## src/rsst_pkg.sv

```systemverilog
// Shared widths, codes, sequencer states and control bundle of the range-sum tree.
`default_nettype none

package rsst_pkg;

	// Fixed field widths.
	localparam int IDX_W = 10;
	localparam int VAL_W = 32;
	localparam int SUM_W = 42;

	// Default number of leaf elements.
	localparam int LEAVES_DEF = 1024;

	// Operation codes carried in the action field.
	localparam logic ACT_SET   = 1'b0;
	localparam logic ACT_QUERY = 1'b1;

	// Sequencer states.
	typedef enum logic [2:0] {
		ST_CLEAR,
		ST_IDLE,
		ST_SET_LEAF,
		ST_SET_RD,
		ST_SET_WR,
		ST_Q_L,
		ST_Q_R,
		ST_RESULT
	} rsst_state_t;

	// Controls from the sequencer to the shared adder datapath.
	typedef struct packed {
		logic load_val;  // capture the sign-extended set value
		logic clr_acc;   // zero the accumulator
		logic acc_add;   // accumulate mode: acc plus read data
		logic add_a;     // read data on port A takes part in the add
		logic wr_sum;    // write data is the adder output
		logic wr_zero;   // write data is zero
		logic res_load;  // move the accumulator into the result register
	} rsst_ctrl_t;

endpackage

`default_nettype wire

```

## src/rsst_acc.sv

```systemverilog
// Shared 42-bit adder with accumulator, node write data select and result register.
`default_nettype none

module rsst_acc import rsst_pkg::*; (
	input  wire logic                    clk,
	input  wire logic                    arst_n,
	input  wire rsst_ctrl_t              ctrl,
	input  wire logic signed [VAL_W-1:0] set_value,
	input  wire logic [SUM_W-1:0]        rd_a,
	input  wire logic [SUM_W-1:0]        rd_b,
	output logic      [SUM_W-1:0]        wdata,
	output logic signed [SUM_W-1:0]      range_sum
);

	logic [SUM_W-1:0] acc_q;
	logic [SUM_W-1:0] range_sum_q;
	logic [SUM_W-1:0] op_x;
	logic [SUM_W-1:0] op_y;
	logic [SUM_W-1:0] sum;

	// One adder: child pair for updates, accumulator plus node for queries.
	always_comb begin
		if (ctrl.acc_add) begin
			op_x = acc_q;
			op_y = ctrl.add_a ? rd_a : '0;
		end else begin
			op_x = rd_a;
			op_y = rd_b;
		end
		sum = op_x + op_y;
	end

	// Node write data.
	always_comb begin
		if (ctrl.wr_zero) begin
			wdata = '0;
		end else if (ctrl.wr_sum) begin
			wdata = sum;
		end else begin
			wdata = acc_q;
		end
	end

	// Accumulator, also holding the new leaf value during an update.
	always_ff @(posedge clk or negedge arst_n) begin
		if (!arst_n) begin
			acc_q <= '0;
		end else if (ctrl.load_val) begin
			acc_q <= {{(SUM_W - VAL_W){set_value[VAL_W-1]}}, set_value};
		end else if (ctrl.clr_acc) begin
			acc_q <= '0;
		end else if (ctrl.acc_add) begin
			acc_q <= sum;
		end
	end

	// Result register.
	always_ff @(posedge clk) begin
		if (ctrl.res_load) begin
			range_sum_q <= acc_q;
		end
	end

	assign range_sum = range_sum_q;

endmodule

`default_nettype wire

```

## config.mk

```make
export PLATFORM = sky130hd
export DESIGN_NAME = rsst_acc
export DESIGN_NICKNAME = d
export VERILOG_FILES = /design/src/rsst_pkg.sv /design/src/rsst_acc.sv
export SDC_FILE = /design/constraint.sdc
export NUM_CORES = 1
export LEC_CHECK = 0
export BUFFER_PORTS_ARGS = -buffer_cell sky130_fd_sc_hd__buf_2
export CORE_AREA = 2 2 137 139
export CTS_CLUSTER_DIAMETER = 100
export DETAILED_ROUTE_END_ITERATION = 10
export DIE_AREA = 0 0 139 141
export RECOVER_POWER = 50
export SKIP_LAST_GASP = 1
export SLEW_MARGIN = 15
export SYNTH_ARGS = -nofsm -noshare
export SYNTH_HDL_FRONTEND = slang
export SYNTH_SLANG_ARGS = --single-unit
```

## constraint.sdc

```tcl
create_clock -name clk -period 5.5 [get_ports clk]
set_input_delay 0.825 -clock clk [delete_from_list [all_inputs] [get_ports clk]]
set_output_delay 0.825 -clock clk [all_outputs]
set_load 0.03 [all_outputs]
```

==> results of run 1 <==
cell usage in the layout (no fill, tap or decap), drive strengths merged, types with 19 or more instances in the layout:
master  count
buf       215
nor2       75
nand2      71
a21oi      68
o21ai      55
mux2i      48
a22o       43
dfrtp      42
edfxtp     42
mux2       41
ha         41
clkbuf     23
xnor2      20
inv        19
cell type report:
| type | instances | share of cell area |
|---|---|---|
| sequential | 84 | 0.267 |
| multi-input combinational | 633 | 0.521 |
| inverter | 17 | 0.00736 |
| clock inverter | 7 | 0.00592 |
| tap | 234 | 0.0338 |
| timing repair buffer | 229 | 0.139 |
| clock buffer | 9 | 0.0260 |
registers in the layout, indices dropped and copies added, names as in the netlist:
signal,count
range_sum,42
acc_q,42
per-layer routing:
layer	wire [um]	part of all wire
met5	16	0.00068
met3	1360	0.058
met4	455	0.019
met1	10800	0.46
met2	10900	0.46
logic make-up after synthesis:
kind of cell / count (synthesis) / synth area share
xor+xnor: 35 / 0.0430
flops: 84 / 0.324
buf+inv: 71 / 0.0431
simple gates: 213 / 0.139
compound gates: 254 / 0.244
mux: 89 / 0.132
fa+ha+maj: 42 / 0.0747
power groups by stage:
stage	Sequential [W]	Combinational, W	Clock, W
4_1_cts	0.000785	0.00108	0.000610
3_3_place_gp	0.000796	0.00107	0
2_1_floorplan	0.000842	0.000710	0
5_1_grt	0.000796	0.00117	0.000637
3_5_place_dp	0.000797	0.00107	0
6_report	0.000786	0.00108	0.000601
worst max path at each step:
stage | slack, ns | end
2_1_floorplan | 0.25 | wdata[35]
3_3_place_gp | 0.28 | wdata[35]
3_5_place_dp | 0.25 | wdata[40]
4_1_cts | 0.23 | wdata[40]
5_1_grt | 0.01 | wdata[40]
6_report | 0.23 | wdata[35]
cell usage after synthesis, types with 2 or more instances:
cell type and instances:
o21ai_0 54, nand2_1 69, or2_2 2, a41oi_1 3, xnor2_1 20, o22ai_1 4, dfrtp_1 42, ha_1 41
nand2b_1 6, o21bai_1 4, nor2_1 75, buf_1 4, a31oi_1 4, inv_1 17, nor3_1 11, a32oi_1 5
a211oi_1 11, and3_1 3, edfxtp_1 42, nand2_2 2, and4_1 3, o21a_1 5, mux2i_1 48, clkbuf_1 40
nor4_1 5, a311o_1 4, mux2_2 41, and2_1 4, a21bo_2 2, or4_2 2, clkbuf_8 2, a22oi_1 2
o31ai_2 2, a22o_1 43, a21oi_1 66, a21o_1 17, buf_2 5, and3_2 4, nand3_1 12, buf_4 2
o211ai_1 8, a31o_2 3, nand4_1 6, xor2_1 15
per-stage QoR:
step / area, sq um / setup slack (ns) / utilization / power (W)
after floorplan: 7130 / 0.250 / - / 0.00155
after global placement: 8400 / 0.285 / 0.460 / 0.00186
after detailed placement: 8400 / 0.245 / 0.460 / 0.00187
after CTS: 8680 / 0.225 / 0.475 / 0.00247
after global routing: 8670 / 0.0127 / 0.475 / 0.00261
final: 8670 / 0.230 / 0.475 / 0.00246
critical path: stages:
cell and delay, ns:
buf_4 0.14, and2_2 0.22, buf_4 0.23, a22o_1 0.21, ha_1 0.44, nand2_2 0.12, or4_2 0.63, a211oi_1 0.39
o21ai_0 0.28, o21ai_0 0.34, xnor2_1 0.15, a211oi_1 0.24, buf_2 0.23
==> flow_metrics.env, run 1 <==
export IMPL_status="finished, violations left"
export IMPL_violations="max-capacitance violations, max-slew violations"
export IMPL_peakVddDrop_v=0.000154
export IMPL_clockRootBuffer="clkbuf_16"
export IMPL_rrSetupSlack_ns=2.01
export IMPL_grt_max_degree=45
export IMPL_synth_area_leaders="edfxtp_1 (18%), dfrtp_1 (15%), ha_1 (7.2%)"
export IMPL_numPortBuffers=208
export IMPL_die_w_um=139
export IMPL_met1_usage=0.322
export IMPL_hp_start="acc_q[30]"
export IMPL_tritoncts="done"
export IMPL_area_delta_synth_final_pct=21.5
export IMPL_p_leak_nw=4.10
export IMPL_critPathKind="in -> out"
export IMPL_crit_arrival_ns=4.44
export IMPL_p_clk_frac=0.244
export IMPL_max_cap_violations=2
export IMPL_vias=6940
export IMPL_drc=0
export IMPL_antennaDiodeCount=0
export IMPL_cts_clk_slew_worst_paths_ns=0.07
export IMPL_postCtsHoldBufs=0
export IMPL_setup_worst_path_end_class="output pin"
export IMPL_met2_usage=0.388
export IMPL_slew_headroom=-0.813
export IMPL_clock_skew_ns=0.0116
export IMPL_max_freq_mhz=190
export IMPL_place_gp_congestion=0.927
export IMPL_seq_power_share=0.319
export IMPL_antenna_found_initial=1
export IMPL_grt_util_all_layers=0.236
export IMPL_ys_async_sr_fraction=0.500
export IMPL_post_cts_buffers=0
export IMPL_syn_avg_cell_area_sq_um=9.05
export IMPL_cp_required_ns=4.68
export IMPL_numClockSinks=84
export IMPL_hold_depth=0
export IMPL_coreArea_sq_mm=0.0183
export IMPL_cp_startpoint="ctrl[4]"
export IMPL_globalRoute_totalOverflow=0
export IMPL_fin_nets=1141
export IMPL_rows=50
export IMPL_comb_power_share=0.437
export IMPL_hp_class="reg -> reg"
export IMPL_ys_ff_latch=84
export IMPL_routed_wl_um=23500
export IMPL_synth_top_area_share=0.177
export IMPL_clk_path_buf_depth=2
export IMPL_grtUsageMet3=0.0421
export IMPL_ant_nets=0
export IMPL_timing_final_crit_share=0.958
export IMPL_dp_hpwl_um=17000
export IMPL_die_h_um=141
export IMPL_fill_cells=1818
export IMPL_netlist_instances=788
export IMPL_vias_per_cell=5.72
export IMPL_rsz0062_at_grt="false"
export IMPL_finalCriticalPeriod_ns=5.27
export IMPL_dpl_cell_count=1196
export IMPL_synth_area_sq_mm=0.00713
export IMPL_hold_end="range_sum[30]"
export IMPL_insertion_delay_ns=0.36
export IMPL_grt_busiest_layer="met2"
export IMPL_synth_cell_types=72
export IMPL_ys_flop_type="edfxtp_1"
export IMPL_seq_area_frac_synth=0.324
export IMPL_dieArea_sq_mm=0.0196
export IMPL_startpoint_type="input pin"
export IMPL_ys_warn_count=0
export IMPL_tightest_slew_ns=2.72
export IMPL_ff_latch_area_sq_mm=0.00231
export IMPL_yosysTopAreaCell="edfxtp_1"
export IMPL_p_sw_frac=0.410
export IMPL_hold_violations=0
export IMPL_slew_violations=86
export IMPL_r2r_start="acc_q[13]"
export IMPL_first_global_vias=7023
export IMPL_finalNonFillerCells=1213
export IMPL_cp_max_fo=19
export IMPL_wl_per_cell_um=19.4
export IMPL_synth_edff_count=42
export IMPL_p_int_w=0.00145
export IMPL_whs_ns=0.501
export IMPL_cts_max_level=3
export IMPL_multiInputGateArea_sq_mm=0.00452
export IMPL_ctsResizeCount=0
export IMPL_setup_violations=0
export IMPL_grt_first_pass_wirelength_um=36900
export IMPL_finalSetupTns_ns=0
export IMPL_start_util=0.390
export IMPL_tritoncts_num_buffers=9
export IMPL_io_pins=209
export IMPL_ff2ff_path_depth=10
export IMPL_drtPass1Iterations=5
export IMPL_drtIter0Drc=350
export IMPL_p_sw_w=0.00101
export IMPL_syn_num_nets=955
export IMPL_power_density_mw_per_mm2=284
export IMPL_drive_above_1_share=0.312
export IMPL_r2r_end="acc_q[35]"
Power figures use the tool's default switching activity.
==> run 2, diff against run 1 <==
==> constraint.sdc (replaced) <==
create_clock -name clk -period 5.5 [get_ports clk]
set_input_delay 0 -clock clk [delete_from_list [all_inputs] [get_ports clk]]
set_output_delay 0 -clock clk [all_outputs]
set_load 0.03 [all_outputs]
==> flow_metrics.env, run 2 (same netlist as run 1, synthesis figures left out) <==
export IMPL_status="finished, violations left"
export IMPL_violations="max-capacitance violations, max-slew violations"
export IMPL_first_global_vias=6788
export IMPL_tritoncts_num_buffers=9
export IMPL_clockRootBuffer="clkbuf_16"
export IMPL_numClockSinks=84
export IMPL_final_cell_mix="buf_2 (206), nor2_1 (74), nand2_1 (69)"
export IMPL_startpoint_type="input pin"
export IMPL_dp_hpwl_um=16600
export IMPL_die_w_um=139
export IMPL_wl_per_cell_um=19.0
export IMPL_max_freq_mhz=228
export IMPL_fill_cells=1833
export IMPL_vias_per_cell=5.60
export IMPL_tightest_slew_ns=2.80
export IMPL_clk_path_buf_depth=2
export IMPL_rows=50
export IMPL_numPortBuffers=208
export IMPL_timing_final_crit_share=0.799
export IMPL_finalSetupTns_ns=0
export IMPL_post_cts_buffers=0
export IMPL_dieArea_sq_mm=0.0196
export IMPL_routed_wl_um=23400
export IMPL_antenna_found_initial=1
export IMPL_drtPass1Iterations=5
export IMPL_die_h_um=141
export IMPL_cts_clk_slew_worst_paths_ns=0.07
export IMPL_ant_nets=0
export IMPL_hp_class="in -> reg"
export IMPL_max_cap_violations=2
export IMPL_crit_arrival_ns=4.39
export IMPL_critPathKind="in -> out"
export IMPL_globalRoute_totalOverflow=0
export IMPL_p_leak_nw=4.19
export IMPL_coreArea_sq_mm=0.0183
export IMPL_multiInputGateArea_sq_mm=0.00452
export IMPL_grt_first_pass_wirelength_um=36400
export IMPL_finalCriticalPeriod_ns=4.39
export IMPL_cts_max_level=3
export IMPL_drtIter0Drc=407
export IMPL_insertion_delay_ns=0.36
export IMPL_ff_latch_area_sq_mm=0.00231
export IMPL_power_density_mw_per_mm2=276
export IMPL_tritoncts="done"
export IMPL_slew_headroom=-0.864
export IMPL_drive_above_1_share=0.304
export IMPL_antennaDiodeCount=0
export IMPL_slew_violations=86
export IMPL_area_delta_synth_final_pct=24.4
export IMPL_whs_ns=0.170
export IMPL_cp_max_fo=38
export IMPL_vias=6895
export IMPL_place_gp_congestion=0.897
export IMPL_io_pins=209
export IMPL_hold_violations=0
export IMPL_grt_max_degree=46
export IMPL_start_util=0.390
export IMPL_grt_util_all_layers=0.232
export IMPL_ctsResizeCount=0
export IMPL_drc=0
export IMPL_final_common_cell="buf_2"
export IMPL_rsz0062_at_grt="false"
export IMPL_setup_violations=0
export IMPL_fin_nets=1159
export IMPL_clock_skew_ns=0.0119
export IMPL_setup_worst_path_end_class="output pin"
export IMPL_peakVddDrop_v=0.000154
export IMPL_cp_required_ns=5.50
run 2: cell types whose count changed in the layout (fill, tap and decap cells not counted), sizes merged:
| cell | previous run | this run |
|---|---|---|
| buf | 215 | 213 |
| clkbuf | 23 | 11 |
| clkinv | 3 | 4 |
| clkinvlp | 2 | 3 |
| dlygate4sd3 | 0 | 32 |
| inv | 19 | 17 |
run 2: layout make-up:
cell class              instances  share of cell area
clock inverters                 7             0.00606
flip-flops and latches         84               0.261
repair buffers                247               0.159
well taps                     234              0.0330
multi-input cells             633               0.509
inverters                      17             0.00719
clock buffers                   9              0.0254
run 2: path summary, 6_finish.rpt:
| check | startpoint | end | slack, ns | cells after the start |
|---|---|---|---|---|
| max | ctrl[4] | wdata[35] | 1.11 | 12 |
| min | ctrl[4] | acc_q[15] | 0.17 | 3 |
| max reg2reg | acc_q[17] | acc_q[35] | 1.90 | 10 |
| min reg2reg | acc_q[2] | range_sum[2] | 0.49 | 0 |
| max in group asynchronous | arst_n | acc_q[24] | 2.85 | 3 |
| min in group asynchronous | arst_n | acc_q[5] | 1.14 | 3 |
run 2: routing by layer:
layer	share of wire	global-route usage	routed length (um)
met5	0.00056	0	13
met4	0.016	0.0595	368
met3	0.057	0.0408	1330
met2	0.46	0.376	10700
met1	0.47	0.323	11000
run 2: worst max-delay path: stages:
cell and delay, ns:
buf_4 0.42, buf_4 0.57, mux2_2 0.40, ha_1 0.45, nand2_2 0.13, or4_2 0.64, a211oi_1 0.42, o21ai_0 0.30
o21ai_0 0.36, xnor2_1 0.16, a211oi_1 0.25, buf_2 0.24
run 2: timing repair:
action / CTS / global route
hold buffers: 32 / 0
endpoints found under the setup margin: 0 / 0
hold endpoints to repair: 73 / 0
run 2: where the power goes:
part	switching, W	leakage [nW]	total (W)	internal [W]
clock network	0.000280	0.128	0.000588	0.000308
registers	0.0000481	0.946	0.000786	0.000738
logic	0.000668	3.11	0.00108	0.000410
total	0.000996	4.19	0.00245	0.00146
run 2: metrics by stage:
stage / worst slack (ns) / util / instances / area [sq um] / power [W]
final: 1.11 / 0.486 / 1231 / 8880 / 0.00245
after global routing: 0.768 / 0.486 / 1231 / 8880 / 0.00259
after CTS: 1.11 / 0.486 / 1231 / 8880 / 0.00246
after detailed placement: 1.13 / 0.453 / 1183 / 8280 / 0.00185
after global placement: 1.20 / 0.453 / 1183 / 8280 / 0.00185
after floorplan: 1.90 / - / 788 / 7130 / 0.00155
