**src/rsst_pkg.sv**
```systemverilog
// Shared widths, codes, sequencer states and control bundle of the range-sum tree.
`default_nettype none

package rsst_pkg;

	// Fixed field widths.
	localparam int IDX_W = 10;
	localparam int VAL_W = 32;
	localparam int SUM_W = 42;

	// Default number of leaf elements.
	localparam int LEAVES_DEF = 1024;

	// Operation codes carried in the action field.
	localparam logic ACT_SET   = 1'b0;
	localparam logic ACT_QUERY = 1'b1;

	// Sequencer states.
	typedef enum logic [2:0] {
		ST_CLEAR,
		ST_IDLE,
		ST_SET_LEAF,
		ST_SET_RD,
		ST_SET_WR,
		ST_Q_L,
		ST_Q_R,
		ST_RESULT
	} rsst_state_t;

	// Controls from the sequencer to the shared adder datapath.
	typedef struct packed {
		logic load_val;  // capture the sign-extended set value
		logic clr_acc;   // zero the accumulator
		logic acc_add;   // accumulate mode: acc plus read data
		logic add_a;     // read data on port A takes part in the add
		logic wr_sum;    // write data is the adder output
		logic wr_zero;   // write data is zero
		logic res_load;  // move the accumulator into the result register
	} rsst_ctrl_t;

endpackage

`default_nettype wire

```
**src/rsst_if.sv**
```systemverilog
// Valid/ready channel interfaces for commands and query results.
`default_nettype none

interface rsst_in_if import rsst_pkg::*; ();
	logic                    valid;
	logic                    ready;
	logic                    action;
	logic [IDX_W-1:0]        element_index;
	logic signed [VAL_W-1:0] set_value;
	logic [IDX_W-1:0]        range_low;
	logic [IDX_W-1:0]        range_high;

	modport source (
		output valid, action, element_index, set_value, range_low, range_high,
		input  ready
	);
	modport sink (
		input  valid, action, element_index, set_value, range_low, range_high,
		output ready
	);
endinterface


`default_nettype wire

```
**src/rsst_seq.sv**
```systemverilog
// Sequencer: clearing pass, update walk to the root and bottom-up range query walk.
`default_nettype none

module rsst_seq import rsst_pkg::*; #(
	parameter int LEAVES = LEAVES_DEF,
	localparam int AW = $clog2(2 * LEAVES)
) (
	input  wire logic       clk,
	input  wire logic       arst_n,
	rsst_in_if.sink         cmd,
	input  wire logic       res_ready,
	output logic            res_valid,
	output rsst_ctrl_t      ctrl,
	output logic            we,
	output logic [AW-1:0]   waddr,
	output logic            re_a,
	output logic [AW-1:0]   raddr_a,
	output logic            re_b,
	output logic [AW-1:0]   raddr_b
);

	// Node pointer widths: r may reach 2*LEAVES itself.
	localparam int NW = $clog2(2 * LEAVES + 1);
	localparam int XW = (NW > IDX_W) ? NW : IDX_W;
	localparam logic [XW-1:0] LEAVES_X = XW'(LEAVES);
	localparam logic [XW-1:0] LAST_X   = XW'(LEAVES - 1);
	localparam logic [AW-1:0] LAST_NODE = AW'(2 * LEAVES - 1);

	rsst_state_t   state_q, state_d;
	logic [AW-1:0] v_q, v_d;
	logic [NW-1:0] l_q, l_d;
	logic [NW-1:0] r_q, r_d;
	logic          add_a_q, add_a_d;
	logic          out_valid_q;

	logic [XW-1:0] idx_x;
	logic [XW-1:0] lo_x;
	logic [XW-1:0] hi_x;
	logic [XW-1:0] hi_c;
	logic          idx_ok;
	logic          q_empty;
	logic [NW-1:0] r_m;

	assign cmd.ready = (state_q == ST_IDLE);
	assign res_valid = out_valid_q;

	// Range checks on the incoming indices, with the high bound clamped to the last leaf.
	assign idx_x   = XW'(cmd.element_index);
	assign lo_x    = XW'(cmd.range_low);
	assign hi_x    = XW'(cmd.range_high);
	assign hi_c    = (hi_x >= LEAVES_X) ? LAST_X : hi_x;
	assign idx_ok  = (idx_x < LEAVES_X);
	assign q_empty = (lo_x >= LEAVES_X) || (lo_x > hi_c);

	// Right pointer after taking an odd right boundary node.
	assign r_m = r_q - NW'(r_q[0]);

	// State and pointer registers.
	always_ff @(posedge clk or negedge arst_n) begin
		if (!arst_n) begin
			state_q <= ST_CLEAR;
			v_q     <= '0;
			l_q     <= '0;
			r_q     <= '0;
			add_a_q <= 1'b0;
		end else begin
			state_q <= state_d;
			v_q     <= v_d;
			l_q     <= l_d;
			r_q     <= r_d;
			add_a_q <= add_a_d;
		end
	end

	// Result slot: filled from the accumulator, emptied by a result transfer.
	always_ff @(posedge clk or negedge arst_n) begin
		if (!arst_n) begin
			out_valid_q <= 1'b0;
		end else if (ctrl.res_load) begin
			out_valid_q <= 1'b1;
		end else if (res_ready) begin
			out_valid_q <= 1'b0;
		end
	end

	// Next state, memory accesses and datapath controls.
	always_comb begin
		state_d    = state_q;
		v_d        = v_q;
		l_d        = l_q;
		r_d        = r_q;
		add_a_d    = add_a_q;
		ctrl       = '0;
		ctrl.add_a = add_a_q;
		we         = 1'b0;
		waddr      = v_q;
		re_a       = 1'b0;
		raddr_a    = l_q[AW-1:0];
		re_b       = 1'b0;
		raddr_b    = {v_q[AW-2:0], 1'b1};
		case (state_q)
			ST_CLEAR: begin
				// One node zeroed per cycle after reset.
				we           = 1'b1;
				ctrl.wr_zero = 1'b1;
				v_d          = v_q + AW'(1);
				if (v_q == LAST_NODE) begin
					v_d     = '0;
					state_d = ST_IDLE;
				end
			end
			ST_IDLE: begin
				if (cmd.valid) begin
					if (cmd.action == ACT_SET) begin
						// A set past the last leaf is dropped.
						if (idx_ok) begin
							ctrl.load_val = 1'b1;
							v_d           = AW'(idx_x + LEAVES_X);
							state_d       = ST_SET_LEAF;
						end
					end else begin
						ctrl.clr_acc = 1'b1;
						add_a_d      = 1'b0;
						if (q_empty) begin
							state_d = ST_RESULT;
						end else begin
							l_d     = NW'(lo_x + LEAVES_X);
							r_d     = NW'(hi_c + LEAVES_X + XW'(1));
							state_d = ST_Q_L;
						end
					end
				end
			end
			ST_SET_LEAF: begin
				we      = 1'b1;
				v_d     = v_q >> 1;
				state_d = ST_SET_RD;
			end
			ST_SET_RD: begin
				// Fetch both children of the current node, or stop past the root.
				if (v_q == '0) begin
					state_d = ST_IDLE;
				end else begin
					re_a    = 1'b1;
					raddr_a = {v_q[AW-2:0], 1'b0};
					re_b    = 1'b1;
					state_d = ST_SET_WR;
				end
			end
			ST_SET_WR: begin
				we          = 1'b1;
				ctrl.wr_sum = 1'b1;
				v_d         = v_q >> 1;
				state_d     = ST_SET_RD;
			end
			ST_Q_L: begin
				// Fold in the pending right node, then take the left boundary node.
				ctrl.acc_add = 1'b1;
				if (l_q < r_q) begin
					re_a    = l_q[0];
					raddr_a = l_q[AW-1:0];
					add_a_d = l_q[0];
					l_d     = l_q + NW'(l_q[0]);
					state_d = ST_Q_R;
				end else begin
					add_a_d = 1'b0;
					state_d = ST_RESULT;
				end
			end
			ST_Q_R: begin
				// Fold in the left node, take the right boundary node, go one level up.
				ctrl.acc_add = 1'b1;
				re_a         = r_q[0];
				raddr_a      = r_m[AW-1:0];
				add_a_d      = r_q[0];
				r_d          = r_m >> 1;
				l_d          = l_q >> 1;
				state_d      = ST_Q_L;
			end
			ST_RESULT: begin
				if (!out_valid_q || res_ready) begin
					ctrl.res_load = 1'b1;
					state_d       = ST_IDLE;
				end
			end
			default: begin
				state_d = ST_IDLE;
			end
		endcase
	end

	// The query window never inverts while it is being walked.
	a_window_order: assert property (@(posedge clk) disable iff (!arst_n)
		(state_q == ST_Q_L || state_q == ST_Q_R) |-> (l_q <= r_q))
		else $error("query window inverted");

	// Node zero is unused; only the clearing pass may write it.
	a_no_node_zero: assert property (@(posedge clk) disable iff (!arst_n)
		(we && state_q != ST_CLEAR) |-> (waddr != '0))
		else $error("write to unused node zero");

	// Reads and writes of the node store are never in the same cycle.
	a_rw_exclusive: assert property (@(posedge clk) disable iff (!arst_n)
		!(we && (re_a || re_b)))
		else $error("node store read and written together");

	// A result shows up only after the sequencer passed through its result state.
	a_result_origin: assert property (@(posedge clk) disable iff (!arst_n)
		$rose(out_valid_q) |-> ($past(state_q) == ST_RESULT))
		else $error("result raised outside the result state");

endmodule

`default_nettype wire

```
**src/flat_wrapper.sv**
```systemverilog
// flat-port wrapper written by rule: the top's interface ports become plain ports
module rsst_seq_flat import rsst_pkg::*;
#(
	parameter int LEAVES = LEAVES_DEF,
	localparam int AW = $clog2(2 * LEAVES)
)
  (clk, arst_n, res_ready, res_valid, ctrl, we, waddr, re_a, raddr_a, re_b, raddr_b, cmd_valid, cmd_action, cmd_element_index, cmd_set_value, cmd_range_low, cmd_range_high, cmd_ready);
  rsst_in_if cmd_i ();
  input  wire logic clk;
  input  wire logic arst_n;
  input  wire logic res_ready;
  output logic res_valid;
  output rsst_ctrl_t ctrl;
  output logic we;
  output logic [AW-1:0] waddr;
  output logic re_a;
  output logic [AW-1:0] raddr_a;
  output logic re_b;
  output logic [AW-1:0] raddr_b;
  input wire logic [$bits(cmd_i.valid)-1:0] cmd_valid;
  input wire logic [$bits(cmd_i.action)-1:0] cmd_action;
  input wire logic [$bits(cmd_i.element_index)-1:0] cmd_element_index;
  input wire logic [$bits(cmd_i.set_value)-1:0] cmd_set_value;
  input wire logic [$bits(cmd_i.range_low)-1:0] cmd_range_low;
  input wire logic [$bits(cmd_i.range_high)-1:0] cmd_range_high;
  output wire logic [$bits(cmd_i.ready)-1:0] cmd_ready;
  assign cmd_i.valid = cmd_valid;
  assign cmd_i.action = cmd_action;
  assign cmd_i.element_index = cmd_element_index;
  assign cmd_i.set_value = cmd_set_value;
  assign cmd_i.range_low = cmd_range_low;
  assign cmd_i.range_high = cmd_range_high;
  assign cmd_ready = cmd_i.ready;
  rsst_seq #(.LEAVES(LEAVES)) u_core (.clk(clk), .arst_n(arst_n), .cmd(cmd_i), .res_ready(res_ready), .res_valid(res_valid), .ctrl(ctrl), .we(we), .waddr(waddr), .re_a(re_a), .raddr_a(raddr_a), .re_b(re_b), .raddr_b(raddr_b));
endmodule
```
**config.mk**
```make
export PLATFORM = sky130hd
export DESIGN_NAME = rsst_seq_flat
export DESIGN_NICKNAME = d
export VERILOG_FILES = /design/src/rsst_pkg.sv /design/src/rsst_if.sv /design/src/rsst_seq.sv /design/src/flat_wrapper.sv
export SDC_FILE = /design/constraint.sdc
export NUM_CORES = 1
export LEC_CHECK = 0
export BUFFER_PORTS_ARGS = -buffer_cell sky130_fd_sc_hd__buf_2
export CAP_MARGIN = 20
export CELL_PAD_IN_SITES_DETAIL_PLACEMENT = 0
export CELL_PAD_IN_SITES_GLOBAL_PLACEMENT = 1
export CORE_MARGIN = 3
export CORE_UTILIZATION = 38
export DETAILED_ROUTE_END_ITERATION = 10
export GPL_TIMING_DRIVEN = 0
export PLACE_DENSITY = 0.86
export SLEW_MARGIN = 20
export SYNTH_ARGS = -nofsm -noshare
export SYNTH_HDL_FRONTEND = slang
export SYNTH_SLANG_ARGS = --single-unit
export TNS_END_PERCENT = 100
```
**constraint.sdc**
```tcl
create_clock -name clk -period 3.5 [get_ports clk]
set_input_delay 0.525 -clock clk [delete_from_list [all_inputs] [get_ports clk]]
set_output_delay 0.525 -clock clk [all_outputs]
set_load 0.1 [all_outputs]
```
==> results.md <==
* Status: complete, no violations
* CTS Buffer Depth at 2
* Synthesized area per cell at 8.31 um^2
* Initial antenna violation count at 0
* Crit-path max FO at 8
* Largest net degree at the start of global routing at 41
* Slew margin rel. at 34.7%
* WP buf/inv at 1
* Cell count after synthesis at 434
* # hold bufs at CTS at 0
* Via count at 3611
* Fin crit share at 96.6%
* Final Hold Vio Count at 0
* I/O pin cnt at 112
* Placer Congestion at 0.923
* CP top delay family: simple AND/OR/NAND/NOR gates
* Post-synthesis cell area at 3610 um^2
* Slowest cell delay on critical path at 0.58 ns
* Die area at 10700 um^2
* Synthesis-to-finish area growth at 22.7%
* Top cell type's share of synthesized area at 27.8%
* Most frequent cell after synthesis: dfrtp_1
* Worst skew pair latency at 0.29 ns
* H-Tree Depth at 2
* Crit end category: primary output
* Slowest CP cell: or4_1
* Top cells by count, synth: dfrtp_1 (40), nor2_1 (35), o21ai_0 (34), inv_1 (31), nand2_1 (30)
* Drt drc at 0
* RSZ-0062 raised after global routing: false
* Worst Tran Pin Value at 0.979 ns
* Minimum clock period at 3.38 ns
* Post-synth cell types at 68
* Num rows at 34
* Sink Count at 40
* Setup tns final at 0 ns
* Routed Antenna Nets at 0
* # port buffers at 78
* Design area at 4420 um^2
* Min-Delay Path Class: input pin to async pin
* Cell Area, Placed at 4270 um^2
* Count of final setup violators at 0
* Ant. Diodes at 0
* Top post-synthesis cells by area: dfrtp_1 (28%), ha_1 (8.7%), o21ai_0 (4.7%)
* Asr flop ratio synth at 100%
* Prevailing post-synth register cell: dfrtp_1
* Total Wirelength at 10900 um
* Starting DRT DRC Count at 170
* Crit-path cells: ha_1 -> o21a_1 -> o211ai_1 -> or4_1 -> and3_1 -> a32o_1 -> or2_2 -> buf_4
* Max-cap violations at 0
* Critical Path AT at 2.86 ns
* Clk_skew at 0.00820 ns
* #FFs+latches synth at 40
* First-pass GRT wire length at 17300 um
* CTS buffer count at 5
* Filler instances at 892
* Setup crit start kind: register
* Worst-path clk slew at 0.09 ns
* Root Driver: clkbuf_8
* Die X at 103 um
* Die height at 103 um
* Final Slew Violations at 0
* Dpl hpwl at 8280 um
* Share of layout cells above drive strength 1 at 31.3%
* Register area share after synthesis at 27.8%
* Final Core Density at 49.3%
* Post-synthesis net count at 526
* Post-synth top area cell: dfrtp_1
* Layout net count at 610
* Initial Util at 40.2%
* CTS tree: yes
* GR Overflow Total at 0
* Number of global-route vias before repair at 3431
* Vias/cell at 5.61
* Total track usage at 20.7%
* CORE AREA at 8980 um^2
* Synth warn at 0
* Drt pass-1 iters at 4
* F_max at 296 MHz
* Post-synth EDFFs at 0
* WL/cell at 16.9 um
* Critical path class: register to primary output
* Critical Path RT at 2.97 ns
[state kept, by name, summed over array words and instances (netlist names)]
| register | flops |
|---|---|
| u_core.l_q | 12 |
| u_core.r_q | 12 |
| u_core.waddr | 11 |
| u_core.state_q | 3 |
| u_core.add_a_q | 1 |
| u_core.res_valid | 1 |
[per-layer routing]
layer  share of wire, %  routed length (um)  track usage, %
met1                 44                4800            28.6
met4               0.83                  90            4.48
met2                 48                5260            34.5
met5                  0                   0               0
met3                6.9                 757            2.82
[cell type report]
class	count	area (um^2)	area share, %
multi-input combinational	323	2330	52.6
inverter	31	116	2.63
clock buffer	7	96.3	2.18
buffer	39	254	5.74
tap	126	158	3.56
timing repair buffer	78	440	9.96
sequential	40	1030	23.3
[per-stage QoR]
stage	std cells	hold slack [ns]	worst slack [ns]
final	644	0.385	0.118
after detailed placement	638	0.475	0.204
after global routing	644	0.436	0.0128
after global placement	638	0.465	0.207
after CTS	645	0.423	0.00961
after floorplan	434	0.229	0.0315
[repair_timing]
action | CTS | global route
pin swaps | 0 | 0
resized for setup | 10 | 9
setup endpoints to repair | 10 | 12
setup buffers | 0 | 0
hold endpoints to repair | 0 | 0
[kinds of logic (layout without fill, tap and decap cells)]
| family | Yosys count | after routing | share of synthesized area, % |
|---|---|---|---|
| muxes | 19 | 19 | 5.76 |
| adders and majority gates | 25 | 25 | 8.67 |
| other | 1 | 1 | 0.104 |
| buffers and inverters | 71 | 155 | 10.4 |
| AOI/OAI and AO/OA | 117 | 117 | 22.3 |
| xor gates and xnor gates | 15 | 15 | 3.64 |
| DFF | 40 | 40 | 27.8 |
| and+or+nand+nor | 146 | 146 | 21.4 |
[worst paths after layout]
kind,startpoint,end,slack [ns],depth (start not counted)
max,u_core.l_q[3],re_a,0.12,8
min,arst_n,u_core.waddr[6],0.39,1
max reg2reg,u_core.l_q[3],u_core.l_q[3],0.85,7
min reg2reg,u_core.add_a_q,u_core.add_a_q,0.49,1
max in group asynchronous,arst_n,u_core.waddr[1],2.40,1
min in group clk,res_ready,u_core.res_valid,0.44,2
[cell usage in the layout, fill, tap and decap left out, drive strengths merged, types with 3 or more instances in the layout]
cell	instances
inv	31
nand3	20
a31oi	6
mux2	14
clkbuf	25
nor3	13
a21o	3
o21a	3
o21ai	34
xor2	3
mux2i	5
o41ai	6
a22oi	14
xnor2	12
and3	14
a221o	5
a221oi	5
ha	25
a21oi	17
nor2	35
a211oi	7
buf	98
dfrtp	40
nand4	3
nand2	31
and2	4
or4	3
nor3b	7
nor4	5
Power is left out: the tool's default activity adds up to more than one toggle a clock period on the data nets, which glitch-free logic cannot reach.
