`src/rsst_ram.sv`:
```
// Generic single-write, dual-read RAM with registered read data.
`default_nettype none

module rsst_ram #(
	parameter int WIDTH = 8,
	parameter int DEPTH = 16,
	localparam int AW = $clog2(DEPTH)
) (
	input  wire logic             clk,
	input  wire logic             we,
	input  wire logic [AW-1:0]    waddr,
	input  wire logic [WIDTH-1:0] wdata,
	input  wire logic             re_a,
	input  wire logic [AW-1:0]    raddr_a,
	output logic      [WIDTH-1:0] rdata_a,
	input  wire logic             re_b,
	input  wire logic [AW-1:0]    raddr_b,
	output logic      [WIDTH-1:0] rdata_b
);

	logic [WIDTH-1:0] mem_q [DEPTH];

	// Write port.
	always_ff @(posedge clk) begin
		if (we) begin
			mem_q[waddr] <= wdata;
		end
	end

	// Two registered read ports; data holds while a port is not enabled.
	always_ff @(posedge clk) begin
		if (re_a) begin
			rdata_a <= mem_q[raddr_a];
		end
		if (re_b) begin
			rdata_b <= mem_q[raddr_b];
		end
	end

endmodule

`default_nettype wire

```
`config.mk`:
```
export PLATFORM = sky130hd
export DESIGN_NAME = rsst_ram
export DESIGN_NICKNAME = d
export VERILOG_FILES = /design/src/rsst_ram.sv
export SDC_FILE = /design/constraint.sdc
export NUM_CORES = 1
export LEC_CHECK = 0
export ABC_AREA = 1
export BUFFER_PORTS_ARGS = -buffer_cell sky130_fd_sc_hd__buf_2
export CAP_MARGIN = 30
export CORE_AREA = 2 2 176 178
export CTS_BUF_LIST = sky130_fd_sc_hd__clkbuf_16
export DETAILED_ROUTE_END_ITERATION = 10
export DIE_AREA = 0 0 178 180
export PLACE_DENSITY = 0.38
export SETUP_SLACK_MARGIN = 0.15
export SYNTH_ARGS = -nofsm -noshare
export SYNTH_HDL_FRONTEND = slang
export SYNTH_SLANG_ARGS = --single-unit
```
`constraint.sdc`:
```
create_clock -name clk -period 3.2 [get_ports clk]
set_clock_uncertainty 0.2 [all_clocks]
set_input_delay 0.16 -clock clk [delete_from_list [all_inputs] [get_ports clk]]
set_output_delay 0.16 -clock clk [all_outputs]
set_load 0.01 [all_outputs]
```
==> summary.txt, run 1 <==
Worst EP arrival - 1430 ps
Critical path's top delay family - buffers and inverters
Crit path buf inv count - 3
Final net count - 921
Initial antenna violation count - 1
Pre-antenna DRT Iters - 5
CTS clk-pin slew, worst paths - 60 ps
Predominant post-synthesis flop cell - edfxtp_1
Post-synth EDFFs - 144
# IOs - 40
Clk_lat worst skew - 420 ps
Crit. End Element - flip-flop
CP max FO - 30
Vias in the first global route - 5727
H-tree Lvls - 4
DRT antenna net count - 0
Vias - 5829
CTS buffer count - 17
Post-Syn Area - 7420 sq um
Wirelength, routed - 25600 microns
Worst path cell trace - buf_2, inv_2, buf_4, nand2_1, nand3_1, nand3_1, nand3_1, nand2_1
Flops & latches, synth - 144
Area growth syn-to-layout - 17.6%
Syn_nets - 875
Gpl congestion - 0.772
RSZ-0062 raised after global routing - no
Worst IR Drop VDD - 369 uV
Largest net degree at the start of global routing - 65
Synth top cells by count - nand2_1, nand3_1, edfxtp_1
Most frequent CP cell - nand3_1
Cells after synthesis - 851
Max cap viols - 0
Hold slack - 44.1 ps
First-pass GRT wire length - 37900 microns
Count leader, synth - nand2_1
Period utilisation layout - 0.455
Row Count - 64
FMAX - 687 MHz
Netlist cell types - 12
Grt ovf - 0
Async set-reset flop share out of synthesis - 0
Max Slew Vio Count - 0
Total GRT Usage - 0.164
CP max stage cell - buf_4
Layout cells sized above 1 - 0.105
DRC - 0
Max incr delay on CP - 410 ps
Pwr Density - 545 nW/um^2
Setup_tns - 0 ps
Mean Syn Cell Area - 8.72 sq um
Startpoint Class - primary input
Post-synthesis sequential area ratio - 0.583
Routed vias/inst - 4.46
Routed WL per cell - 19.6 microns
Top cells by area, synth - edfxtp_1, nand3_1, nand2_1, inv_1, buf_6
Final setup fails - 0
CTS Sinks - 144
Slew at the pin with the worst max-slew slack - 804 ps
CORE AREA - 30200 sq um
Iter 0 DRT Violations - 494
Critical path type - in2reg
CTS tree - built
Synth top area share - 0.583
Maximum clock path buffer count - 2
Synth warnings - 0
Port bufs - 39
Die Y - 180 microns
Die area - 32000 sq um
Die Width - 178 microns
Worst slew margin relative to its limit - 0.464
Hold Path Class - in2reg
DP HPWL - 15700 microns
Clock period minus final worst setup slack - 1460 ps
CTS root buffer - clkbuf_16
Req. time, crit path - 3170 ps
Final hold viol count - 0
Starting density of the core - 0.246
Pleak - 3.81 nW
Run status - finished, final reports clean
Largest area contributor in the netlist - edfxtp_1
Total power - 4.75 mW
cells in the final DEF (no fill, tap or decap):
cell / Yosys / layout
buf_12: 0 / 2
buf_2: 26 / 39
buf_4: 4 / 24
bufinv_16: 0 / 5
clkbuf_16: 0 / 17
clkinv_1: 0 / 2
clkinv_2: 0 / 2
clkinvlp_4: 0 / 3
diode_2: 0 / 1
dlygate4sd3_1: 0 / 10
edfxtp_1: 144 / 144
inv_1: 134 / 137
inv_2: 4 / 4
nand2_1: 277 / 277
nand3_1: 225 / 225
nand3b_1: 2 / 2
nor2_1: 17 / 17
layout make-up:
class	count	area, sq um
diodes	1	2.50
well taps	396	495
multi-input cells	521	2240
inverters	138	518
repair buffers	75	515
flip-flops and latches	144	4320
fillers	3216	21500
clock buffers	17	425
clock inverters	15	201
cell families (layout without fill, tap and decap cells):
kind of cell,Yosys count,after routing,share of synthesized area
other,0,1,0
flip-flops,144,144,0.583
buffers and inverters,186,245,0.115
AND/OR/NAND/NOR,521,521,0.303
power breakdown:
group	switching, mW	internal (mW)	leakage, nW
logic	0.324	0.132	2.19
registers	0.0196	2.13	1.31
clock network	0.780	1.37	0.308
total	1.12	3.63	3.81
state kept, by name (all words and copies together) (netlist names):
| name | flops |
|---|---|
| rdata_a | 8 |
| mem_q | 128 |
| rdata_b | 8 |
per-stage QoR:
stage | util | setup slack, ps | cell area [sq um] | instances
2_1_floorplan | - | 1890 | 7420 | 851
3_3_place_gp | 0.265 | 1300 | 7990 | 1263
3_5_place_dp | 0.265 | 1270 | 7990 | 1263
4_1_cts | 0.289 | 1710 | 8720 | 1305
5_1_grt | 0.289 | 1610 | 8730 | 1307
6_report | 0.289 | 1740 | 8730 | 1307
per-layer routing:
layer | up-vias | global-route usage | wire length (microns)
met2 | 154 | 0.262 | 11900
met5 | - | 0 | 0
met3 | 37 | 0.0199 | 868
met1 | 2791 | 0.229 | 12200
met4 | 0 | 0.0548 | 645
li1 | 2847 | - | -
worst register-to-register path, cell delays in order (launching register included):
cell and delay [ps]:
edfxtp_1 360, inv_1 70, nand2_1 50, nand3_1 100
nand3_1 100, nand3_1 180, nand2_1 70
final timing paths:
kind | from | end | slack, ps | depth (start not counted)
setup / recovery | raddr_b[0] | rdata_b[3] | 1740 | 8
hold / removal | raddr_a[3] | rdata_a[6] | 40 | 3
setup reg to reg | mem_q[1][2] | rdata_b[2] | 1820 | 6
hold reg to reg | mem_q[10][6] | rdata_a[6] | 560 | 6
timing repair:
action,4_1_cts,5_1_grt
gates resized for setup,0,0
setup endpoints to repair,0,0
hold buffers,10,0
endpoints found under the hold margin,144,0
setup buffers,0,0
Note: power is estimated with default switching activity, not from simulation.
==> inputs of run 2 (changes only) <==
Settings changed: ABC_AREA 1 to 0, CORE_AREA 2 2 176 178 to 2 2 165 167, DIE_AREA 0 0 178 180 to 0 0 167 169.
Clock period 3.2 ns to 1.4 ns, I/O delays scaled along.
==> run 2 against run 1 <==
The flow now finishes with violations (hold timing, setup timing). Clock power up 120%. Worst setup slack worse by 2100 ps. Sequential power up 130%. Synthesized area down 12%. Routed wire length down 27%. Combinational power up 120%. Utilization up 3.0 points. Count of clock-buffer cells in the layout unchanged. Global-route usage down 2.5 points. Register-to-register slack worse by 2200 ps. Critical endpoint is now rdata_a[0]. Highest routed layer unchanged.
==> summary.txt, run 2 <==
Post-CTS Hold Buffers - 11 (+1)
Synth warnings - 0 (unchanged)
Final net count - 442 (-52%)
Pleak - 2.82 nW (-26%)
Met3 wire length - 1000 microns (+16%)
Failing checks - hold timing, setup timing
Fin cells - 773 (-41%)
CTS clk-pin slew, worst paths - 70 ps (about the same)
First-pass GRT wire length - 27300 microns (-28%)
Wirelength, routed - 18700 microns (-27%)
Iter 0 DRT Violations - 230 (-53%)
Routed vias/inst - 4.67 (+4.7%)
Critical path type - reg2reg
Die Width - 167 microns (-6.2%)
Final hold viol count - 8 (+8)
Mean Syn Cell Area - 21.2 sq um (+140%)
Startpoint Class - flip-flop
Cells after synthesis - 307 (-64%)
Die Y - 169 microns (-6.1%)
Setup bufs post-CTS - 0 (unchanged)
Vias - 3610 (-38%)
WL met1 - 8510 microns (-30%)
Port bufs - 39 (unchanged)
CORE AREA - 26500 sq um (-12%)
Fillers - 2554 (-21%)
Count leader, synth - edfxtp_1
Critical path's top delay family - multiplexers
Post-route cell area - 8460 sq um (-3.0%)
Pre-antenna DRT Iters - 4 (-1)
Hold Path Class - in2reg
CTS Sinks - 144 (unchanged)
Flops & latches, synth - 144 (unchanged)
Worst setup margin - -343 ps (-2090 ps)
Req. time, crit path - 1380 ps (-1790 ps)
Worst slew margin relative to its limit - 0.487 (+0.0227)
Routed WL per cell - 24.2 microns (+24%)
Synth top cells by count - edfxtp_1, mux4_2, a22oi_1
Post-synth EDFFs - 144 (unchanged)
Syn_nets - 331 (-62%)
Worst path cell trace - mux4_4, a22oi_2, nand2_1
DRC - 0 (unchanged)
Max layer used - met4
Maximum clock path buffer count - 2 (unchanged)
Clk_lat worst skew - 420 ps (about the same)
CP max FO - 2 (-93%)
Synth top area share - 0.665 (+0.0818)
CTS buffer count - 17 (unchanged)
Predominant post-synthesis flop cell - edfxtp_1
Most flop-heavy register - mem_q
Crit path buf inv count - 0 (-3)
FMAX - 574 MHz
Run status - finished with violations
DRT antenna net count - 0 (unchanged)
Grt ovf - 0 (unchanged)
Netlist cell types - 19 (+7)
Final setup fails - 16 (+16)
DP HPWL - 13200 microns (-16%)
H-tree Lvls - 4 (unchanged)
RSZ-0062 raised after global routing - yes
Hold_sp - waddr[0]
Worst EP arrival - 1720 ps (+290 ps)
Max cap viols - 0 (unchanged)
Die area - 28200 sq um (-12%)
Clock period minus final worst setup slack - 1740 ps
FF-to-FF Start - mem_q[0][0]
Post-synthesis sequential area ratio - 0.665 (+0.0818)
Total GRT Usage - 0.139 (-0.0253)
Slew at the pin with the worst max-slew slack - 767 ps (-36.9 ps)
Period utilisation layout - 1.24
Vias in the first global route - 3871 (-32%)
Most common cell after layout, fill and taps aside - edfxtp_1
CP max stage cell - mux4_4
# IOs - 40 (unchanged)
Most frequent cells in the layout - edfxtp_1, mux4_2, buf_4, buf_2
Post-Syn Area - 6510 sq um (-12%)
Gpl congestion - 0.744 (-3.7%)
Max reg flops - 128 (unchanged)
Crit. End Element - flip-flop
Hold slack - -17.7 ps (-61.8 ps)
Starting density of the core - 0.246 (-0.000258)
Initial antenna violation count - 0 (-1)
Dpl cells - 728 (-42%)
Placed cell area - 7620 sq um (-4.7%)
Worst IR Drop VDD - 617 uV (+67%)
Pwr Density - 1250 nW/um^2 (+130%)
Async set-reset flop share out of synthesis - 0 (unchanged)
Row Count - 60 (-6.3%)
Largest area contributor in the netlist - edfxtp_1
Largest net degree at the start of global routing - 19 (-71%)
CTS tree - built
Setup crit start - mem_q[0][0]
CTS root buffer - clkbuf_16
Biggest regs - mem_q (128), rdata_a (8), rdata_b (8)
Area growth syn-to-layout - 30.1%
Layout cells sized above 1 - 0.517 (+0.412)
Max incr delay on CP - 620 ps (+210 ps)
Placement Setup Slack - -444 ps (-1710 ps)
Max Slew Vio Count - 0 (unchanged)
Total power - 10.6 mW (+120%)
Metal2 WL - 8970 microns (-24%)
Top cells by area, synth - edfxtp_1, mux4_2, mux4_1, a22oi_1, buf_6
[run 2: worst min-delay path, delay by kind of cell]
| family | cells | cell delay, ps |
|---|---|---|
| buffers and inverters | 2 | 300 |
| AND/OR/NAND/NOR | 1 | 60 |
[run 2: metrics by stage]
step	utilization	TNS, ps
detailed placement	0.287	-14450
CTS	0.318	-3520
global placement	0.287	-12890
global route	0.319	-4330
floorplan	-	-1800
finish	0.319	-3380
[run 2: final timing paths]
kind / to / slack, ps / cells past startpoint
setup / recovery: rdata_a[0] / -340 / 3
hold / removal: mem_q[0][6] / -20 / 3
setup reg to reg: rdata_a[0] / -340 / 3
hold reg to reg: rdata_a[1] / 580 / 3
[run 2: logic make-up (layout without fill, tap and decap cells)]
kind of cell	count (synthesis)	count (layout)	synth area share
compound gates	32	32	0.0369
buf+inv	20	144	0.0265
flops	144	144	0.665
mux	64	64	0.238
other cells	0	1	0
simple gates	47	47	0.0335
[run 2: area by class of cell]
class	count	area [sq um]	share of cell area
Sequential cell	144	4320	0.511
Multi-Input combinational cell	143	2060	0.243
Tap cell	341	427	0.0504
Timing Repair Buffer	112	1040	0.123
Clock buffer	17	425	0.0503
Antenna cell	1	2.50	0.000296
Clock inverter	15	185	0.0219
[run 2: layer usage]
metal,track usage,up-vias
li1,-,1554
met1,0.192,1936
met2,0.221,105
met3,0.0297,15
met4,0.0379,0
met5,0,-
[run 2: power breakdown]
part	switching [mW]	total (mW)	internal (mW)	leakage [nW]
clock	1.85	4.68	2.83	0.290
sequential	0.0566	4.94	4.88	1.32
combinational	0.492	0.987	0.495	1.21
total	2.40	10.6	8.20	2.82
[run 2: timing repair]
action	in CTS	in global routing
endpoints found under the setup margin	25	27
gates cloned	0	0
endpoints found under the hold margin	152	1
resized for setup	24	5
pin swaps	3	1
==> inputs of run 3 (changes only) <==
Settings changed: PLACE_DENSITY 0.38 to unset.
==> run 3 against run 2 <==
The flow still finishes with violations (hold timing, setup timing). Utilization is 0.77 points lower. Count of clock-buffer cells in the layout stayed put. Flip-flop and latch count stayed put. Critical path type unchanged. Cell count is 3.0% lower. Design area is 2.4% lower. Global-route usage is 2.1 points lower. Largest cell class unchanged. Highest routed layer unchanged.
==> summary.txt, run 3 (synthesis results as in run 2) <==
Vias in the first global route - 3808 (-1.6%)
Period utilisation layout - 1.26 (+0.0181)
Pre-antenna DRT Iters - 5 (+1)
Startpoint Class - flip-flop
Hold Path Class - in2reg
Maximum clock path buffer count - 2 (unchanged)
Post-CTS Hold Buffers - 10 (-1)
Worst IR Drop VDD - 831 uV (+35%)
Internal Pwr Total - 8.44 mW (+3.0%)
Setup bufs post-CTS - 0 (unchanged)
Logic pwr share - 0.086 (-0.007)
Routed vias/inst - 4.69 (+0.44%)
Max reg flops - 128 (unchanged)
Final net count - 421 (-4.8%)
Critical path type - reg2reg
First-pass GRT wire length - 24100 microns (-12%)
Total GRT Usage - 0.117 (-0.0214)
Row Count - 60 (unchanged)
DRC - 0 (unchanged)
FMAX - 566 MHz (-1.4%)
# diodes - 0 (-1)
Max cap viols - 0 (unchanged)
Gpl congestion - 0.754 (+1.4%)
Switch share - 0.204 (-0.0224)
Max Slew Vio Count - 0 (unchanged)
CTS root buffer - clkbuf_16
Worst setup margin - -368 ps (-25.4 ps)
Clock period minus final worst setup slack - 1770 ps (+25.4 ps)
Wirelength, routed - 15700 microns (-16%)
Layout cells sized above 1 - 0.462 (-0.0553)
Run status - finished with violations
CTS tree - built
Biggest regs - mem_q (128), rdata_a (8), rdata_b (8)
Req. time, crit path - 1370 ps (about the same)
Routed WL per cell - 21.0 microns (-13%)
Vias - 3518 (-2.5%)
RSZ-0062 raised after global routing - yes
Most frequent cells in the layout - edfxtp_1, mux4_2, buf_2, buf_4, a22oi_1
Psw - 2.17 mW (-9.8%)
CTS buffer count - 17 (unchanged)
Hold slack - -1.88 ps (+15.8 ps)
Max incr delay on CP - 630 ps (about the same)
DRT antenna net count - 0 (unchanged)
Iter 0 DRT Violations - 436 (+90%)
CP max FO - 2 (unchanged)
Clock power share - 0.449 (+0.008)
Final hold viol count - 2 (-6)
CTS Sinks - 144 (unchanged)
Final setup fails - 16 (unchanged)
Die Width - 167 microns (unchanged)
Crit. End Element - flip-flop
Clk_lat worst skew - 430 ps (about the same)
CTS clk-pin slew, worst paths - 60 ps (about the same)
H-tree Lvls - 4 (unchanged)
Die Y - 169 microns (unchanged)
Fillers - 2529 (-0.98%)
Worst path cell trace - mux4_4, a22oi_2, nand2_1
# IOs - 40 (unchanged)
Worst slew margin relative to its limit - 0.280 (-0.206)
Part of the power in registers - 0.465 (about the same)
Most common cell after layout, fill and taps aside - edfxtp_1
Pleak - 2.72 nW (-3.4%)
CORE AREA - 26500 sq um (unchanged)
Most flop-heavy register - mem_q
Die area - 28200 sq um (unchanged)
Worst EP arrival - 1740 ps (+20 ps)
CP max stage cell - mux4_4
Largest net degree at the start of global routing - 23 (+4)
Failing checks - hold timing, setup timing
Total power - 10.6 mW (about the same)
Area growth syn-to-layout - 27.0%
Pwr Density - 1280 nW/um^2 (+2.5%)
Slew at the pin with the worst max-slew slack - 1080 ps (+310 ps)
Grt ovf - 0 (unchanged)
Placement Setup Slack - -517 ps (-73.4 ps)
DP HPWL - 11000 microns (-16%)
Initial antenna violation count - 0 (unchanged)
Port bufs - 39 (unchanged)
Starting density of the core - 0.246 (unchanged)
-- run 3: power by group through the flow --
stage / sequential (mW) / combinational [mW] / clock [mW]
2_1_floorplan: 5.02 / 0.476 / 0
3_3_place_gp: 5.01 / 0.842 / 0
3_5_place_dp: 5.02 / 0.859 / 0
4_1_cts: 4.93 / 0.909 / 4.84
5_1_grt: 4.94 / 0.977 / 5.02
6_report: 4.93 / 0.913 / 4.76
-- run 3: worst paths after layout --
| path | end | cells past startpoint | slack (ps) | start |
|---|---|---|---|---|
| min | mem_q[12][6] | 3 | -2 | waddr[1] |
| max reg2reg | rdata_a[0] | 3 | -370 | mem_q[3][0] |
| max | rdata_a[0] | 3 | -370 | mem_q[3][0] |
| min reg2reg | rdata_b[4] | 3 | 590 | mem_q[14][4] |
-- run 3: worst max-delay path, delay by kind of cell, from the launching register on --
| family | cells | cell delay [ps] |
|---|---|---|
| AND/OR/NAND/NOR | 1 | 70 |
| multiplexers | 1 | 630 |
| AO/OA/AOI/OAI | 1 | 240 |
| flip-flops | 1 | 380 |
-- run 3: through the flow --
| step | instances | TNS [ps] | hold slack [ps] | instance area, sq um | utilization |
|---|---|---|---|---|---|
| after floorplan | 307 | -1800 | -31.1 | 6520 | - |
| after global placement | 709 | -12170 | 223 | 7440 | 0.281 |
| after detailed placement | 709 | -12980 | 233 | 7440 | 0.281 |
| after CTS | 750 | -4280 | -15.8 | 8230 | 0.310 |
| after global routing | 750 | -5280 | -2.87 | 8260 | 0.312 |
| final | 750 | -4380 | -1.88 | 8260 | 0.312 |
-- run 3: repair_timing --
action,in CTS,in global routing
gates resized for setup,12,6
endpoints found under the hold margin,160,3
endpoints found under the setup margin,21,24
pin swaps,1,1
-- run 3: metal layers --
metal,global-route usage,up-vias,routed length (microns)
li1,-,1509,-
met1,0.150,1837,6850
met2,0.188,153,7570
met3,0.0390,19,1090
met4,0.0390,0,243
met5,0,-,0
-- run 3: area by class of cell --
type	instances	area [sq um]	share of cell area
timing repair buffer	91	848	0.103
tap	341	427	0.0517
clock buffer	17	425	0.0515
sequential	144	4320	0.523
clock inverter	14	198	0.0239
multi-input combinational	143	2040	0.247
